## config.mk

```make
export PLATFORM = sky130hd
export DESIGN_NAME = uart_line_editor_command_matcher_core
export DESIGN_NICKNAME = d
export VERILOG_FILES = /design/src/hdl/ulecm_pkg.sv /design/src/hdl/ulecm_ram.sv /design/src/hdl/ulecm_seq.sv /design/src/hdl/ulecm_dp.sv /design/src/hdl/uart_line_editor_command_matcher_core.sv
export SDC_FILE = /design/constraint.sdc
export NUM_CORES = 1
export LEC_CHECK = 0
export BUFFER_PORTS_ARGS = -buffer_cell sky130_fd_sc_hd__buf_2
export CAP_MARGIN = 20
export CORE_UTILIZATION = 60
export CTS_CLUSTER_SIZE = 10
export DETAILED_ROUTE_END_ITERATION = 10
export HOLD_SLACK_MARGIN = 0.08
export PLACE_DENSITY = 0.76
export SLEW_MARGIN = 15
export SYNTH_ARGS = -nofsm -noshare
export SYNTH_HDL_FRONTEND = slang
export SYNTH_SLANG_ARGS = --single-unit
```

## constraint.sdc

```tcl
create_clock -name clock -period 5.9 [get_ports clock]
set_clock_uncertainty 0.05 [all_clocks]
set_input_delay 0.59 -clock clock [delete_from_list [all_inputs] [get_ports clock]]
set_output_delay 0.59 -clock clock [all_outputs]
set_load 0.005 [all_outputs]
```

## src/hdl/ulecm_pkg.sv

```systemverilog
// Shared types, character codes and the microcode program for the line editor.
// Used by the sequencer, the datapath, the top level and the checker.
// No dependencies.
`timescale 1ns / 1ps
`default_nettype none

package ulecm_pkg;

   // Request modes.
   localparam logic [1:0] MODE_RX    = 2'd0;
   localparam logic [1:0] MODE_PARSE = 2'd1;
   localparam logic [1:0] MODE_CLEAR = 2'd2;
   localparam logic [1:0] MODE_LOAD  = 2'd3;

   // Terminal characters.
   localparam logic [7:0] CH_BS = 8'h08;
   localparam logic [7:0] CH_LF = 8'h0A;
   localparam logic [7:0] CH_CR = 8'h0D;
   localparam logic [7:0] CH_SP = 8'h20;

   typedef struct packed {
      logic [1:0] mode;
      logic [7:0] data_byte;
      logic [2:0] cmd_slot;
      logic [2:0] cmd_pos;
   } req_item_type;

   typedef struct packed {
      logic       echo_valid;
      logic [7:0] echo_byte;
      logic       status;
      logic       line_end;
      logic       match_found;
      logic [2:0] command_number;
      logic       last;
   } rsp_item_type;

   typedef enum logic [3:0] {
      OP_NOP,
      OP_CLR,
      OP_BACK,
      OP_STORE,
      OP_CLEAR,
      OP_LOAD,
      OP_PINIT,
      OP_READ,
      OP_ADV,
      OP_NEXT,
      OP_HIT
   } op_type;

   typedef enum logic [2:0] {
      C_NEXT,
      C_ALWAYS,
      C_DISPATCH,
      C_CLR_MORE,
      C_KFULL,
      C_TZERO,
      C_NEQ,
      C_CMD_LAST
   } cond_type;

   typedef enum logic [2:0] {
      E_NONE,
      E_BS,
      E_SP,
      E_CR,
      E_LF,
      E_DATA
   } echo_sel_type;

   typedef enum logic [2:0] {
      CL_FULL,
      CL_BS,
      CL_CR,
      CL_CHAR,
      CL_PARSE,
      CL_CLEAR,
      CL_LOAD
   } class_type;

   localparam int UPC_W = 5;

   // Microcode entry points.
   localparam logic [UPC_W-1:0] U_CLR   = 5'd0;
   localparam logic [UPC_W-1:0] U_IDLE  = 5'd1;
   localparam logic [UPC_W-1:0] U_FULL  = 5'd2;
   localparam logic [UPC_W-1:0] U_BS    = 5'd3;
   localparam logic [UPC_W-1:0] U_BS_SP = 5'd4;
   localparam logic [UPC_W-1:0] U_BS_BS = 5'd5;
   localparam logic [UPC_W-1:0] U_CR    = 5'd6;
   localparam logic [UPC_W-1:0] U_CR_LF = 5'd7;
   localparam logic [UPC_W-1:0] U_CHAR  = 5'd8;
   localparam logic [UPC_W-1:0] U_CLEAR = 5'd9;
   localparam logic [UPC_W-1:0] U_LOAD  = 5'd10;
   localparam logic [UPC_W-1:0] U_PARSE = 5'd11;
   localparam logic [UPC_W-1:0] U_PCHK  = 5'd12;
   localparam logic [UPC_W-1:0] U_PREAD = 5'd13;
   localparam logic [UPC_W-1:0] U_PCMP  = 5'd14;
   localparam logic [UPC_W-1:0] U_PNEQ  = 5'd15;
   localparam logic [UPC_W-1:0] U_PADV  = 5'd16;
   localparam logic [UPC_W-1:0] U_PMISS = 5'd17;
   localparam logic [UPC_W-1:0] U_PLOOP = 5'd18;
   localparam logic [UPC_W-1:0] U_PHIT  = 5'd19;
   localparam logic [UPC_W-1:0] U_PNONE = 5'd20;

   typedef struct packed {
      op_type           op;
      cond_type         cond;
      logic [UPC_W-1:0] target;
      logic             take;
      logic             emit;
      echo_sel_type     echo;
      logic             status;
      logic             line_end;
      logic             match_hit;
      logic             last;
   } ctrl_word_type;

   typedef struct packed {
      ctrl_word_type word;
      logic          exec;
   } ctl_bus_type;

   typedef struct packed {
      logic      accept;
      class_type cls;
      logic      clr_more;
      logic      kfull;
      logic      tzero;
      logic      neq;
      logic      cmd_last;
      logic      out_free;
   } flag_bus_type;

   // The program. A step whose condition holds jumps to its target, otherwise
   // it falls through; the dispatch step jumps to the entry for the request's class.
   function automatic ctrl_word_type ucode_rom(input logic [UPC_W-1:0] pc);
      ctrl_word_type w;
      w = '{op: OP_NOP, cond: C_NEXT, target: U_IDLE, take: 1'b0, emit: 1'b0,
            echo: E_NONE, status: 1'b0, line_end: 1'b0, match_hit: 1'b0,
            last: 1'b0};
      unique case (pc)
         U_CLR: begin
            w.op = OP_CLR; w.cond = C_CLR_MORE; w.target = U_CLR;
         end
         U_IDLE: begin
            w.take = 1'b1; w.cond = C_DISPATCH;
         end
         U_FULL: begin
            w.emit = 1'b1; w.status = 1'b1; w.last = 1'b1; w.cond = C_ALWAYS;
         end
         U_BS: begin
            w.op = OP_BACK; w.emit = 1'b1; w.echo = E_BS;
         end
         U_BS_SP: begin
            w.emit = 1'b1; w.echo = E_SP;
         end
         U_BS_BS: begin
            w.emit = 1'b1; w.echo = E_BS; w.last = 1'b1; w.cond = C_ALWAYS;
         end
         U_CR: begin
            w.op = OP_STORE; w.emit = 1'b1; w.echo = E_CR; w.line_end = 1'b1;
         end
         U_CR_LF: begin
            w.emit = 1'b1; w.echo = E_LF; w.line_end = 1'b1; w.last = 1'b1;
            w.cond = C_ALWAYS;
         end
         U_CHAR: begin
            w.op = OP_STORE; w.emit = 1'b1; w.echo = E_DATA; w.last = 1'b1;
            w.cond = C_ALWAYS;
         end
         U_CLEAR: begin
            w.op = OP_CLEAR; w.emit = 1'b1; w.last = 1'b1; w.cond = C_ALWAYS;
         end
         U_LOAD: begin
            w.op = OP_LOAD; w.emit = 1'b1; w.last = 1'b1; w.cond = C_ALWAYS;
         end
         U_PARSE: begin
            w.op = OP_PINIT;
         end
         U_PCHK: begin
            w.cond = C_KFULL; w.target = U_PHIT;
         end
         U_PREAD: begin
            w.op = OP_READ;
         end
         U_PCMP: begin
            w.cond = C_TZERO; w.target = U_PHIT;
         end
         U_PNEQ: begin
            w.cond = C_NEQ; w.target = U_PMISS;
         end
         U_PADV: begin
            w.op = OP_ADV; w.cond = C_ALWAYS; w.target = U_PCHK;
         end
         U_PMISS: begin
            w.op = OP_NEXT; w.cond = C_CMD_LAST; w.target = U_PNONE;
         end
         U_PLOOP: begin
            w.cond = C_ALWAYS; w.target = U_PCHK;
         end
         U_PHIT: begin
            w.op = OP_HIT; w.emit = 1'b1; w.match_hit = 1'b1; w.last = 1'b1;
            w.cond = C_ALWAYS;
         end
         U_PNONE: begin
            w.emit = 1'b1; w.last = 1'b1; w.cond = C_ALWAYS;
         end
         default: begin
            w.cond = C_ALWAYS;
         end
      endcase
      return w;
   endfunction

   function automatic logic [UPC_W-1:0] dispatch_entry(input class_type cls);
      logic [UPC_W-1:0] entry;
      unique case (cls)
         CL_FULL:  entry = U_FULL;
         CL_BS:    entry = U_BS;
         CL_CR:    entry = U_CR;
         CL_CHAR:  entry = U_CHAR;
         CL_PARSE: entry = U_PARSE;
         CL_CLEAR: entry = U_CLEAR;
         CL_LOAD:  entry = U_LOAD;
         default:  entry = U_IDLE;
      endcase
      return entry;
   endfunction

endpackage

`default_nettype wire

```

## src/hdl/ulecm_ram.sv

```systemverilog
// Generic single-write, single-read RAM with a registered read port.
// No dependencies.
`timescale 1ns / 1ps
`default_nettype none

module ulecm_ram #(
   parameter int WIDTH = 8,
   parameter int DEPTH = 64,
   localparam int AW = (DEPTH > 1) ? $clog2(DEPTH) : 1
) (
   input  logic             clock,
   input  logic             wr_en,
   input  logic [AW-1:0]    wr_addr,
   input  logic [WIDTH-1:0] wr_data,
   input  logic             rd_en,
   input  logic [AW-1:0]    rd_addr,
   output logic [WIDTH-1:0] rd_data
);

   logic [WIDTH-1:0] mem [DEPTH];
   logic [WIDTH-1:0] rd_data_ff;

   always_ff @(posedge clock) begin
      if (wr_en) begin
         mem[wr_addr] <= wr_data;
      end
      if (rd_en) begin
         rd_data_ff <= mem[rd_addr];
      end
   end

   assign rd_data = rd_data_ff;

endmodule

`default_nettype wire

```

## src/hdl/ulecm_seq.sv

```systemverilog
// Microcode sequencer: step counter, program lookup and jump logic.
// Depends on ulecm_pkg.
`timescale 1ns / 1ps
`default_nettype none

module ulecm_seq (
   input  logic                   clock,
   input  logic                   reset,
   input  ulecm_pkg::flag_bus_type flags,
   output ulecm_pkg::ctl_bus_type  ctl
);
   import ulecm_pkg::*;

   logic [UPC_W-1:0] pc_ff;
   logic [UPC_W-1:0] pc_in;
   ctrl_word_type    word;
   logic             exec;
   logic             cond_hit;

   always_comb begin
      word = ucode_rom(pc_ff);
      // A step that emits waits in place until the output register is free.
      exec = !(word.emit && !flags.out_free);

      unique case (word.cond)
         C_NEXT:     cond_hit = 1'b0;
         C_ALWAYS:   cond_hit = 1'b1;
         C_DISPATCH: cond_hit = 1'b0;
         C_CLR_MORE: cond_hit = flags.clr_more;
         C_KFULL:    cond_hit = flags.kfull;
         C_TZERO:    cond_hit = flags.tzero;
         C_NEQ:      cond_hit = flags.neq;
         C_CMD_LAST: cond_hit = flags.cmd_last;
         default:    cond_hit = 1'b0;
      endcase

      priority if (!exec) begin
         pc_in = pc_ff;
      end else if (word.cond == C_DISPATCH) begin
         pc_in = flags.accept ? dispatch_entry(flags.cls) : pc_ff;
      end else if (cond_hit) begin
         pc_in = word.target;
      end else begin
         pc_in = pc_ff + UPC_W'(1);
      end

      ctl = '{word: word, exec: exec};
   end

   always_ff @(posedge clock) begin
      if (reset) begin
         pc_ff <= U_CLR;
      end else begin
         pc_ff <= pc_in;
      end
   end

endmodule

`default_nettype wire

```

## src/hdl/ulecm_dp.sv

```systemverilog
// Datapath: line ring and command table memories, indexes, fill count,
// parse registers and the result output register.
// Depends on ulecm_pkg and ulecm_ram.
`timescale 1ns / 1ps
`default_nettype none

module ulecm_dp #(
   parameter int RING_DEPTH      = 64,
   parameter int NUM_COMMANDS    = 8,
   parameter int COMMAND_MAX_LEN = 8
) (
   input  logic                    clock,
   input  logic                    reset,
   input  logic                    req_valid,
   input  ulecm_pkg::req_item_type req_item,
   output logic                    rsp_valid,
   input  logic                    rsp_ready,
   output ulecm_pkg::rsp_item_type rsp_item,
   input  ulecm_pkg::ctl_bus_type  ctl,
   output ulecm_pkg::flag_bus_type flags
);
   import ulecm_pkg::*;

   localparam int RAW  = $clog2(RING_DEPTH);
   localparam int FW   = $clog2(RING_DEPTH + 1);
   localparam int TD   = NUM_COMMANDS * COMMAND_MAX_LEN;
   localparam int TAW  = (TD > 1) ? $clog2(TD) : 1;
   localparam int CW   = (NUM_COMMANDS > 1) ? $clog2(NUM_COMMANDS) : 1;
   localparam int KW   = $clog2(COMMAND_MAX_LEN + 1);
   localparam int MAXD = (RING_DEPTH > TD) ? RING_DEPTH : TD;
   localparam int CLRW = $clog2(MAXD);

   logic [RAW-1:0]  wr_ff, wr_in;
   logic [RAW-1:0]  rd_ff, rd_in;
   logic [FW-1:0]   fill_ff, fill_in;
   logic [CLRW-1:0] clr_ff, clr_in;
   logic [RAW-1:0]  p_ff, p_in;
   logic [KW-1:0]   k_ff, k_in;
   logic [TAW-1:0]  base_ff, base_in;
   logic [CW-1:0]   cmd_ff, cmd_in;
   req_item_type    req_ff, req_in;
   logic            rsp_valid_ff, rsp_valid_in;
   rsp_item_type    rsp_ff, rsp_in;

   logic            ring_we, ring_re;
   logic [RAW-1:0]  ring_waddr;
   logic [7:0]      ring_wdata, ring_rdata;
   logic            tab_we, tab_re;
   logic [TAW-1:0]  tab_waddr, tab_raddr;
   logic [7:0]      tab_wdata, tab_rdata;
   logic            load_ok;
   logic [TAW-1:0]  load_addr;
   logic [7:0]      echo_byte;

   function automatic logic [RAW-1:0] ring_inc(input logic [RAW-1:0] v);
      return (int'(v) == RING_DEPTH - 1) ? '0 : v + RAW'(1);
   endfunction

   ulecm_ram #(.WIDTH(8), .DEPTH(RING_DEPTH)) u_ring (
      .clock   (clock),
      .wr_en   (ring_we),
      .wr_addr (ring_waddr),
      .wr_data (ring_wdata),
      .rd_en   (ring_re),
      .rd_addr (p_ff),
      .rd_data (ring_rdata)
   );

   ulecm_ram #(.WIDTH(8), .DEPTH(TD)) u_table (
      .clock   (clock),
      .wr_en   (tab_we),
      .wr_addr (tab_waddr),
      .wr_data (tab_wdata),
      .rd_en   (tab_re),
      .rd_addr (tab_raddr),
      .rd_data (tab_rdata)
   );

   always_comb begin
      load_ok   = (int'(req_ff.cmd_slot) < NUM_COMMANDS) &&
                  (int'(req_ff.cmd_pos) < COMMAND_MAX_LEN);
      load_addr = TAW'(int'(req_ff.cmd_slot) * COMMAND_MAX_LEN + int'(req_ff.cmd_pos));

      flags.accept   = req_valid && ctl.word.take;
      flags.clr_more = clr_ff != CLRW'(MAXD - 1);
      flags.kfull    = int'(k_ff) == COMMAND_MAX_LEN;
      flags.tzero    = tab_rdata == 8'd0;
      flags.neq      = tab_rdata != ring_rdata;
      flags.cmd_last = cmd_ff == CW'(NUM_COMMANDS - 1);
      flags.out_free = !rsp_valid_ff || rsp_ready;
      priority if (req_item.mode == MODE_PARSE) begin
         flags.cls = CL_PARSE;
      end else if (req_item.mode == MODE_CLEAR) begin
         flags.cls = CL_CLEAR;
      end else if (req_item.mode == MODE_LOAD) begin
         flags.cls = CL_LOAD;
      end else if (int'(fill_ff) >= RING_DEPTH) begin
         flags.cls = CL_FULL;
      end else if (req_item.data_byte == CH_BS) begin
         flags.cls = CL_BS;
      end else if (req_item.data_byte == CH_CR) begin
         flags.cls = CL_CR;
      end else begin
         flags.cls = CL_CHAR;
      end
   end

   always_comb begin
      wr_in   = wr_ff;
      rd_in   = rd_ff;
      fill_in = fill_ff;
      clr_in  = clr_ff;
      p_in    = p_ff;
      k_in    = k_ff;
      base_in = base_ff;
      cmd_in  = cmd_ff;
      req_in  = flags.accept ? req_item : req_ff;

      ring_we    = 1'b0;
      ring_waddr = wr_ff;
      ring_wdata = req_ff.data_byte;
      tab_we     = 1'b0;
      tab_waddr  = load_addr;
      tab_wdata  = req_ff.data_byte;
      ring_re    = ctl.exec && (ctl.word.op == OP_READ);
      tab_re     = ring_re;
      tab_raddr  = base_ff + TAW'(k_ff);

      if (ctl.exec) begin
         unique case (ctl.word.op)
            OP_NOP: begin
            end
            OP_CLR: begin
               ring_waddr = clr_ff[RAW-1:0];
               ring_wdata = 8'd0;
               ring_we    = int'(clr_ff) < RING_DEPTH;
               tab_waddr  = clr_ff[TAW-1:0];
               tab_wdata  = 8'd0;
               tab_we     = int'(clr_ff) < TD;
               clr_in     = clr_ff + CLRW'(1);
            end
            OP_BACK: begin
               if (fill_ff != '0) begin
                  fill_in = fill_ff - FW'(1);
                  wr_in   = (wr_ff == '0) ? RAW'(RING_DEPTH - 1) : wr_ff - RAW'(1);
               end
            end
            OP_STORE: begin
               ring_we = 1'b1;
               wr_in   = ring_inc(wr_ff);
               fill_in = fill_ff + FW'(1);
            end
            OP_CLEAR: begin
               fill_in = '0;
               rd_in   = wr_ff;
            end
            OP_LOAD: begin
               tab_we = load_ok;
            end
            OP_PINIT: begin
               cmd_in  = '0;
               base_in = '0;
               k_in    = '0;
               p_in    = rd_ff;
            end
            OP_READ: begin
            end
            OP_ADV: begin
               k_in = k_ff + KW'(1);
               p_in = ring_inc(p_ff);
            end
            OP_NEXT: begin
               cmd_in  = cmd_ff + CW'(1);
               base_in = base_ff + TAW'(COMMAND_MAX_LEN);
               k_in    = '0;
               p_in    = rd_ff;
            end
            OP_HIT: begin
               rd_in = p_ff;
               // The count saturates at zero when the command is longer.
               if (int'(fill_ff) > int'(k_ff)) begin
                  fill_in = fill_ff - FW'(k_ff);
               end else begin
                  fill_in = '0;
               end
            end
            default: begin
            end
         endcase
      end
   end

   always_comb begin
      unique case (ctl.word.echo)
         E_NONE:  echo_byte = 8'd0;
         E_BS:    echo_byte = CH_BS;
         E_SP:    echo_byte = CH_SP;
         E_CR:    echo_byte = CH_CR;
         E_LF:    echo_byte = CH_LF;
         E_DATA:  echo_byte = req_ff.data_byte;
         default: echo_byte = 8'd0;
      endcase

      rsp_valid_in = rsp_valid_ff && !rsp_ready;
      rsp_in       = rsp_ff;
      if (ctl.exec && ctl.word.emit) begin
         rsp_valid_in          = 1'b1;
         rsp_in.echo_valid     = ctl.word.echo != E_NONE;
         rsp_in.echo_byte      = echo_byte;
         rsp_in.status         = ctl.word.status;
         rsp_in.line_end       = ctl.word.line_end;
         rsp_in.match_found    = ctl.word.match_hit;
         rsp_in.command_number = ctl.word.match_hit ? 3'(cmd_ff) : 3'd0;
         rsp_in.last           = ctl.word.last;
      end
   end

   always_ff @(posedge clock) begin
      if (reset) begin
         wr_ff        <= '0;
         rd_ff        <= '0;
         fill_ff      <= '0;
         clr_ff       <= '0;
         rsp_valid_ff <= 1'b0;
      end else begin
         wr_ff        <= wr_in;
         rd_ff        <= rd_in;
         fill_ff      <= fill_in;
         clr_ff       <= clr_in;
         rsp_valid_ff <= rsp_valid_in;
      end
   end

   always_ff @(posedge clock) begin
      p_ff    <= p_in;
      k_ff    <= k_in;
      base_ff <= base_in;
      cmd_ff  <= cmd_in;
      req_ff  <= req_in;
      rsp_ff  <= rsp_in;
   end

   assign rsp_valid = rsp_valid_ff;
   assign rsp_item  = rsp_ff;

endmodule

`default_nettype wire

```

## src/hdl/uart_line_editor_command_matcher_core.sv

```systemverilog
// Line editor with command matcher, run by a microcoded sequencer.
// The result word of a byte, clear or load is registered in the output register by the
// step that the request dispatches to, once that register is free. A new request is taken
// only after the last word of the previous one; a printable byte, clear or load emits one
// word, CR emits CR and LF, backspace emits BS, space and BS; a parse runs the
// one-character-per-pass compare loop over the registered memory reads.
// After reset, req_ready stays low while both memories are swept to zero.
`timescale 1ns / 1ps
`default_nettype none

module uart_line_editor_command_matcher_core #(
   parameter int RING_DEPTH      = 64,
   parameter int NUM_COMMANDS    = 8,
   parameter int COMMAND_MAX_LEN = 8
) (
   input  logic                    clock,
   input  logic                    reset,
   input  logic                    req_valid,
   output logic                    req_ready,
   input  ulecm_pkg::req_item_type req_item,
   output logic                    rsp_valid,
   input  logic                    rsp_ready,
   output ulecm_pkg::rsp_item_type rsp_item
);
   import ulecm_pkg::*;

   ctl_bus_type  ctl;
   flag_bus_type flags;

   ulecm_seq u_seq (
      .clock (clock),
      .reset (reset),
      .flags (flags),
      .ctl   (ctl)
   );

   ulecm_dp #(
      .RING_DEPTH      (RING_DEPTH),
      .NUM_COMMANDS    (NUM_COMMANDS),
      .COMMAND_MAX_LEN (COMMAND_MAX_LEN)
   ) u_dp (
      .clock     (clock),
      .reset     (reset),
      .req_valid (req_valid),
      .req_item  (req_item),
      .rsp_valid (rsp_valid),
      .rsp_ready (rsp_ready),
      .rsp_item  (rsp_item),
      .ctl       (ctl),
      .flags     (flags)
   );

   assign req_ready = ctl.word.take;

endmodule

`default_nettype wire

```

==> results of run 1 <==
==> metrics by stage <==
step / instance area [sq um] / power [mW]
3_5_place_dp: 47590 / 19.88
6_report: 51630 / 27.13
2_1_floorplan: 46130 / 16.82
3_3_place_gp: 47580 / 19.66
4_1_cts: 51480 / 27.10
5_1_grt: 51630 / 27.99
==> sequential cells by signal (all words and copies together) (netlist names), 7 cells and up <==
signal,cells
u_dp.fill_ff,7
u_dp.req_ff,14
u_dp.u_table.mem,512
u_dp.u_ring.mem,512
u_dp.rsp_item,16
u_dp.u_ring.rd_data,8
u_dp.u_table.rd_data,8
==> routing by layer <==
layer	part of all wire	global-route usage
met1	0.40	0.4182
met2	0.48	0.4377
met3	0.10	0.05623
met4	0.026	0.08340
met5	0	0
==> synth_stat cells (13+ instances only) <==
cell / number / area [sq um]
sky130_fd_sc_hd__mux2i_1: 48 / 480.5
sky130_fd_sc_hd__nor2_1: 136 / 510.5
sky130_fd_sc_hd__nand2_1: 62 / 232.7
sky130_fd_sc_hd__clkbuf_1: 67 / 251.5
sky130_fd_sc_hd__inv_1: 26 / 97.59
sky130_fd_sc_hd__o21ai_0: 26 / 130.1
sky130_fd_sc_hd__and2_1: 25 / 156.4
sky130_fd_sc_hd__buf_2: 42 / 210.2
sky130_fd_sc_hd__o221ai_1: 17 / 148.9
sky130_fd_sc_hd__nor3_2: 14 / 140.1
sky130_fd_sc_hd__nor4_1: 13 / 81.33
sky130_fd_sc_hd__nor3_1: 59 / 295.3
sky130_fd_sc_hd__edfxtp_1: 1086 / 32610
sky130_fd_sc_hd__nand2b_1: 14 / 87.58
sky130_fd_sc_hd__mux4_2: 312 / 7027
sky130_fd_sc_hd__ha_1: 31 / 387.9
sky130_fd_sc_hd__dfxtp_1: 31 / 620.6
sky130_fd_sc_hd__nor2b_1: 13 / 81.33
sky130_fd_sc_hd__xnor2_1: 14 / 122.6
sky130_fd_sc_hd__a21oi_1: 41 / 205.2
sky130_fd_sc_hd__nand3_1: 26 / 130.1
sky130_fd_sc_hd__xor2_1: 14 / 122.6
==> critical path, cell delays in order, from the launching register on <==
cell,delay [ns]
sky130_fd_sc_hd__dfxtp_1,0.97
sky130_fd_sc_hd__nand4bb_1,0.29
sky130_fd_sc_hd__o221ai_1,0.24
sky130_fd_sc_hd__o31ai_2,0.80
sky130_fd_sc_hd__nand3_2,0.93
sky130_fd_sc_hd__a31oi_2,1.17
sky130_fd_sc_hd__buf_4,0.30
sky130_fd_sc_hd__nor3_1,0.10
sky130_fd_sc_hd__buf_2,0.23
==> what timing repair did <==
| item | CTS | global route |
|---|---|---|
| endpoints found under the hold margin | 14 | 0 |
| hold buffers | 14 | 0 |
| resized for setup | 0 | 0 |
==> layout make-up <==
type | count | share of cell area
clock inverter | 19 | 0.005889
tap | 1030 | 0.02496
inverter | 29 | 0.002157
clock buffer | 155 | 0.06667
multi-input combinational | 1067 | 0.2386
timing repair buffer | 120 | 0.01810
sequential | 1117 | 0.6437
==> where the power goes <==
part / internal (mW) / switching (mW) / leakage, nW
Sequential: 11.2 / 0.353 / 10.2
Combinational: 2.59 / 5.78 / 4.49
Clock: 4.21 / 3.03 / 1.82
==> worst max-delay path by stage <==
stage                         from                       to  slack, ns  cells past startpoint
floorplan           u_seq.pc_ff[0]    u_dp.u_ring.mem[0][4]       1.46                     10
global placement    u_seq.pc_ff[4]   u_dp.u_table.mem[4][6]       0.72                      6
detailed placement  u_seq.pc_ff[4]  u_dp.u_table.mem[37][1]       0.64                      6
CTS                 u_seq.pc_ff[4]   u_dp.u_table.mem[4][5]       0.65                      6
global route        u_seq.pc_ff[1]          u_dp.fill_ff[6]       0.32                     13
finish              u_seq.pc_ff[4]  u_dp.u_table.mem[43][1]       0.54                      8
==> cell families (layout without fill, tap and decap cells) <==
logic type | count (synthesis) | after routing | share of synthesized area
AO/OA/AOI/OAI | 218 | 218 | 0.03776
XOR/XNOR | 28 | 28 | 0.005317
flip-flops | 1117 | 1117 | 0.7204
adder cells (fa/ha/maj) | 33 | 33 | 0.009277
AND/OR/NAND/NOR | 420 | 420 | 0.04796
multiplexers | 368 | 368 | 0.1648
buffers and inverters | 155 | 323 | 0.01446
==> metrics.csv, run 1 <==
stage;metric;value;unit
placed_design;place_inst;3341;
synthesis;synth_fp_nets;2392;
timing;setup_tns;0;ns
routing;drt_first_pass_iters;6;
routing;total_wirelength;108100;microns
routing;avgViaCountPerCell;6.877;
routing;antenna_left;0;
hold_path;hold_start;req_valid;
synthesis;synth_cell_types;95;
final_layout;area_growth;11.93;%
run_status;outcome;complete, no violations;
hold_path;min_path_cells;4;
setup_path;timing.rr.end;u_dp.u_table.mem[43][1];
setup_path;r2r_path_start;u_seq.pc_ff[4];
timing;final.min_clock_period;5.361;ns
timing;rsz0062_at_grt;no;
die;die_h;279.3;microns
setup_path;timing_worst_setup_path_type;flip-flop to flip-flop;
clock_network;longest_clk_path_bufs;3;
synthesis;post_synthesis_area_per_instance;19.72;sq um
setup_path;cp-end-kind;flip-flop;
routing;vias;24320;
setup_path;timing.critical_path.arrival;5.77;ns
power_and_ir_drop;cellPowerDensity;525.6;nW/um^2
timing;final_hold_viol_count;0;
die;die_area;77990;sq um
setup_path;worst-endpoint-required;6.31;ns
synthesis;netlist_area;46130;sq um
final_layout;layout.cells.most_common;sky130_fd_sc_hd__edfxtp_1;
clock_network;clk_root_buf;sky130_fd_sc_hd__clkbuf_16;
synthesis;synth.yosys.seq_area_share;0.7204;
synthesis;synth_enable_flop_cells;1086;
clock_network;clock_transition_at_the_registers_of_the_reported_paths;0.05;ns
timing;slew_violations;0;
global_route;number_of_antenna_violations_at_the_first_check_in_global_routing;0;
global_route;grt.total_usage;0.2840;
die;fp-row-count;101;
timing;max_freq;186.5;MHz
power_and_ir_drop;vdd_ir_drop_max;0.4754;mV
clock_network;clock_sink_count;1117;
die;io_pins;38;
timing;hold_slack;0.3372;ns
global_route;grt_max_degree;134;
final_layout;fin_util;0.6798;
setup_path;regToRegSetupSlack;0.54;ns
routing;drc_errors;0;
synthesis;post_synth_inst_count;2339;
routing;post_drt_wl_per_cell;30.56;microns
synthesis;yosysWarningCount;0;
setup_path;crit_path_max_fanout;25;
synthesis;postSynth.topFlopCell;sky130_fd_sc_hd__edfxtp_1;
clock_network;clk-insertion-delay-late;0.72;ns
timing;layout_worst_path_cycle_share;0.9086;
timing;max_slew.worst_pin.slew;1.178;ns
hold_path;hold_path.class;input pin to flip-flop;
placed_design;detailedPlacementHpwl;64700;microns
final_layout;layout.cells.most_common_list;1086 x sky130_fd_sc_hd__edfxtp_1, 312 x sky130_fd_sc_hd__mux4_2, 136 x sky130_fd_sc_hd__nor2_1, 134 x sky130_fd_sc_hd__clkbuf_16, 62 x sky130_fd_sc_hd__nand2_1;
clock_network;deepest_level_of_the_cts_h_tree;4;
clock_network;cts_buffers;132;
final_layout;num_antenna_cells;0;
global_route;grt-ovfl-total;0;
timing;setup_viol;0;
die;fp.dieW;279.3;microns
final_layout;seq_area;33230;sq um
clock_network;post-cts-setup-buffers;0;
synthesis;postSynth.asyncResetShare;0;
clock_network;cts_tree;yes;
placed_design;port-buffer-count;37;
timing;worst_slack;0.5392;ns
power_and_ir_drop;power.leakage;16.48;nW
die;design.core.area;75950;sq um
placed_design;gp_routability_congestion;0.9113;
setup_path;critical_path_startpoint_category;flip-flop;
hold_path;worst_hold_path.endpoint;u_seq.pc_ff[0];
global_route;first_pass_grt_wire_length;160500;microns
final_layout;multiInputGateArea;12320;sq um
die;initial_utilization;0.6074;
final_layout;finalNetCount;2520;
global_route;grt_pass1_vias;24030;
final_layout;fin_cells;3537;
placed_design;pre_cts_ws;0.6397;ns
final_layout;fillers;4583;
synthesis;yosys_register_bits;1117;
routing;number_of_violations_reported_at_the_end_of_detailed_routing_iteration_0;3301;
final_layout;drive_gt1_frac;0.2637;
flow_run;number_of_max_capacitance_violations_reported;0;
setup_path;worst_r2r_path_cells;8;
timing;slew_headroom;0.2148;
(Power assumes the default switching activity.)
==> run 2, diff against run 1 <==
RECOVER_POWER = 100   (was not set)
==> run 2 against run 1 <==
Compared with the run above: the flow now finishes with violations (max-capacitance violations, max-slew violations); largest cell class unchanged; cell count hardly changed; total power is 0.43% lower; critical endpoint is now u_dp.u_table.mem[2][1]; flip-flop and latch count stayed put; largest power group unchanged; clock power hardly changed.
==> metrics.csv, run 2 (same netlist as run 1, synthesis figures left out) <==
stage;metric;value;unit;change
die;die_h;279.3;microns;unchanged
final_layout;fin_util;0.6758;;-0.003970
global_route;grt_pass1_vias;24030;;unchanged
timing;setup_viol;0;;unchanged
setup_path;cp_top_family;simple AND/OR/NAND/NOR gates;;
flow_run;number_of_max_capacitance_violations_reported;2;;+2
clock_network;clk-insertion-delay-late;0.72;ns;about the same
hold_path;hold_start;req_valid;;
final_layout;finalNetCount;2520;;unchanged
power_and_ir_drop;p_comb_frac;0.304;;-0.004
routing;drt_first_pass_iters;6;;unchanged
setup_path;timing_worst_setup_path_type;flip-flop to flip-flop;;
setup_path;worst-endpoint-required;6.09;ns;-0.22 ns
timing;slew_violations;62;;+62
setup_path;critical_path_startpoint_category;flip-flop;;
final_layout;seq_area;33230;sq um;unchanged
die;initial_utilization;0.6074;;unchanged
routing;drc_errors;0;;unchanged
clock_network;clk_root_buf;sky130_fd_sc_hd__clkbuf_16;;
setup_path;critical_path.max_stage_delay;0.97;ns;-0.20 ns
clock_network;clock_sink_count;1117;;unchanged
setup_path;cp-end-kind;flip-flop;;
die;design.core.area;75950;sq um;unchanged
final_layout;multiInputGateArea;12170;sq um;-1.2%
routing;total_wirelength;108000;microns;about the same
setup_path;regToRegSetupSlack;0.42;ns;-0.12 ns
timing;max_freq;182.4;MHz;-2.2%
final_layout;fillers;4662;;+1.7%
global_route;number_of_antenna_violations_at_the_first_check_in_global_routing;0;;unchanged
global_route;grt.total_usage;0.2840;;unchanged
timing;slew_headroom;-0.2444;;-0.4592
power_and_ir_drop;proportion_of_total_power_due_to_net_switching;0.3363;;-0.001238
clock_network;clock_transition_at_the_registers_of_the_reported_paths;0.05;ns;about the same
routing;vias;24300;;-0.12%
global_route;grt_max_degree;134;;unchanged
clock_network;deepest_level_of_the_cts_h_tree;4;;unchanged
routing;post_drt_wl_per_cell;30.54;microns;about the same
power_and_ir_drop;vdd_ir_drop_max;0.4492;mV;-5.5%
die;io_pins;38;;unchanged
placed_design;port-buffer-count;37;;unchanged
global_route;first_pass_grt_wire_length;160500;microns;unchanged
timing;final_hold_viol_count;0;;unchanged
placed_design;detailedPlacementHpwl;64700;microns;unchanged
run_status;failed_checks;max-capacitance violations, max-slew violations;;
power_and_ir_drop;cellInternalPower;17.93;mW;-0.25%
power_and_ir_drop;power.leakage;16.24;nW;-1.5%
setup_path;worst_r2r_path_cells;6;;-2
timing;final.min_clock_period;5.484;ns;+0.1229 ns
hold_path;hold_path.class;input pin to flip-flop;;
final_layout;layout.cells.most_common_list;1086 x sky130_fd_sc_hd__edfxtp_1, 312 x sky130_fd_sc_hd__mux4_2, 137 x sky130_fd_sc_hd__nor2_1, 134 x sky130_fd_sc_hd__clkbuf_16, 78 x sky130_fd_sc_hd__clkbuf_1;;
setup_path;crit_path_cell_trace;nand4bb_1, o221ai_1, o31ai_2, nand3_2, and2_2, clkbuf_4;;
die;fp-row-count;101;;unchanged
final_layout;area_growth;11.27;%;
global_route;grt-ovfl-total;0;;unchanged
placed_design;gp_routability_congestion;0.9113;;unchanged
timing;max_slew.worst_pin.slew;1.867;ns;+0.6889 ns
power_and_ir_drop;cellPowerDensity;526.4;nW/um^2;+0.15%
clock_network;cts_tree;yes;;
clock_network;postCtsResizedCells;0;;unchanged
final_layout;layout.cells.most_common;sky130_fd_sc_hd__edfxtp_1;;
die;fp.dieW;279.3;microns;unchanged
final_layout;drive_gt1_frac;0.2298;;-0.03391
die;die_area;77990;sq um;unchanged
clock_network;cts_buffers;132;;unchanged
setup_path;critical_path_buf_inv_count;1;;-1
power_and_ir_drop;power.net_switching;9.085;mW;-0.80%
timing;layout_worst_path_cycle_share;0.9294;;+0.02084
setup_path;r2r_path_start;u_seq.pc_ff[4];;
hold_path;min_path_cells;4;;unchanged
setup_path;cp_slowest_cell;sky130_fd_sc_hd__dfxtp_1;;
setup_path;timing.critical_path.arrival;5.67;ns;-0.10 ns
setup_path;crit_path_max_fanout;76;;+200%
clock_network;longest_clk_path_bufs;3;;unchanged
routing;antenna_left;0;;unchanged
timing;rsz0062_at_grt;no;;
setup_path;timing.rr.end;u_dp.u_table.mem[2][1];;
power_and_ir_drop;clkPwrFrac;0.268;;about the same
run_status;outcome;finished, violations left;;
timing;setup_tns;0;ns;unchanged
routing;number_of_violations_reported_at_the_end_of_detailed_routing_iteration_0;3187;;-3.5%
hold_path;worst_hold_path.endpoint;u_seq.pc_ff[0];;
routing;avgViaCountPerCell;6.867;;-0.15%
power_and_ir_drop;seq_power_share;0.428;;+0.003
## run 2: tightest hold or removal path, delay by kind of cell
family,cells,cell delay (ns)
AOI/OAI and AO/OA,2,0.23
buffers and inverters,1,0.13
and+or+nand+nor,1,0.08
## run 2: layout make-up
| cell class | count | share of cell area |
|---|---|---|
| clock buffer | 155 | 0.06706 |
| timing repair buffer | 120 | 0.01521 |
| multi-input combinational | 1067 | 0.2370 |
| sequential | 1117 | 0.6474 |
| inverter | 29 | 0.002170 |
| tap | 1030 | 0.02511 |
| antenna | 1 | 0.00004875 |
| clock inverter | 19 | 0.005924 |
## run 2: power groups by stage
stage	Sequential, mW	Clock, mW	Combinational (mW)
finish	11.6	7.23	8.22
global placement	11.6	0	8.02
detailed placement	11.7	0	8.21
CTS	11.5	7.31	8.27
global route	11.6	7.59	8.70
floorplan	11.6	0	5.21
## run 2: layer usage
metal  track usage  up-vias  wire (microns)
li1              -     9963               -
met4       0.08340        0            2856
met1        0.4182    12660           43070
met3       0.05623      207           10590
met2        0.4377     1469           51510
met5             0        -               0
## run 2: stage by stage
step | setup slack [ns] | cells | hold slack [ns] | cell area, sq um | power (mW)
after global routing | 0.1673 | 3537 | 0.3357 | 51330 | 27.89
after CTS | 0.6471 | 3529 | 0.2975 | 51480 | 27.10
after floorplan | 1.463 | 2339 | 0.4080 | 46130 | 16.82
after global placement | 0.7198 | 3339 | 0.4288 | 47580 | 19.66
final | 0.4163 | 3538 | 0.3407 | 51330 | 27.02
after detailed placement | 0.6397 | 3341 | 0.4490 | 47590 | 19.88
## run 2: how the worst max path moves through the flow
| stage | cells after the start | endpoint | start | slack (ns) |
|---|---|---|---|---|
| 2_1_floorplan | 10 | u_dp.u_ring.mem[0][4] | u_seq.pc_ff[0] | 1.46 |
| 3_3_place_gp | 6 | u_dp.u_table.mem[4][6] | u_seq.pc_ff[4] | 0.72 |
| 3_5_place_dp | 6 | u_dp.u_table.mem[37][1] | u_seq.pc_ff[4] | 0.64 |
| 4_1_cts | 6 | u_dp.u_table.mem[4][5] | u_seq.pc_ff[4] | 0.65 |
| 5_1_grt | 8 | u_dp.u_table.mem[50][7] | u_seq.pc_ff[4] | 0.17 |
| 6_report | 6 | u_dp.u_table.mem[2][1] | u_seq.pc_ff[4] | 0.42 |
## run 2: what timing repair did
action,4_1_cts,5_1_grt
setup buffers,0,0
hold buffers,14,0
endpoints found under the setup margin,0,0
endpoints found under the hold margin,14,0
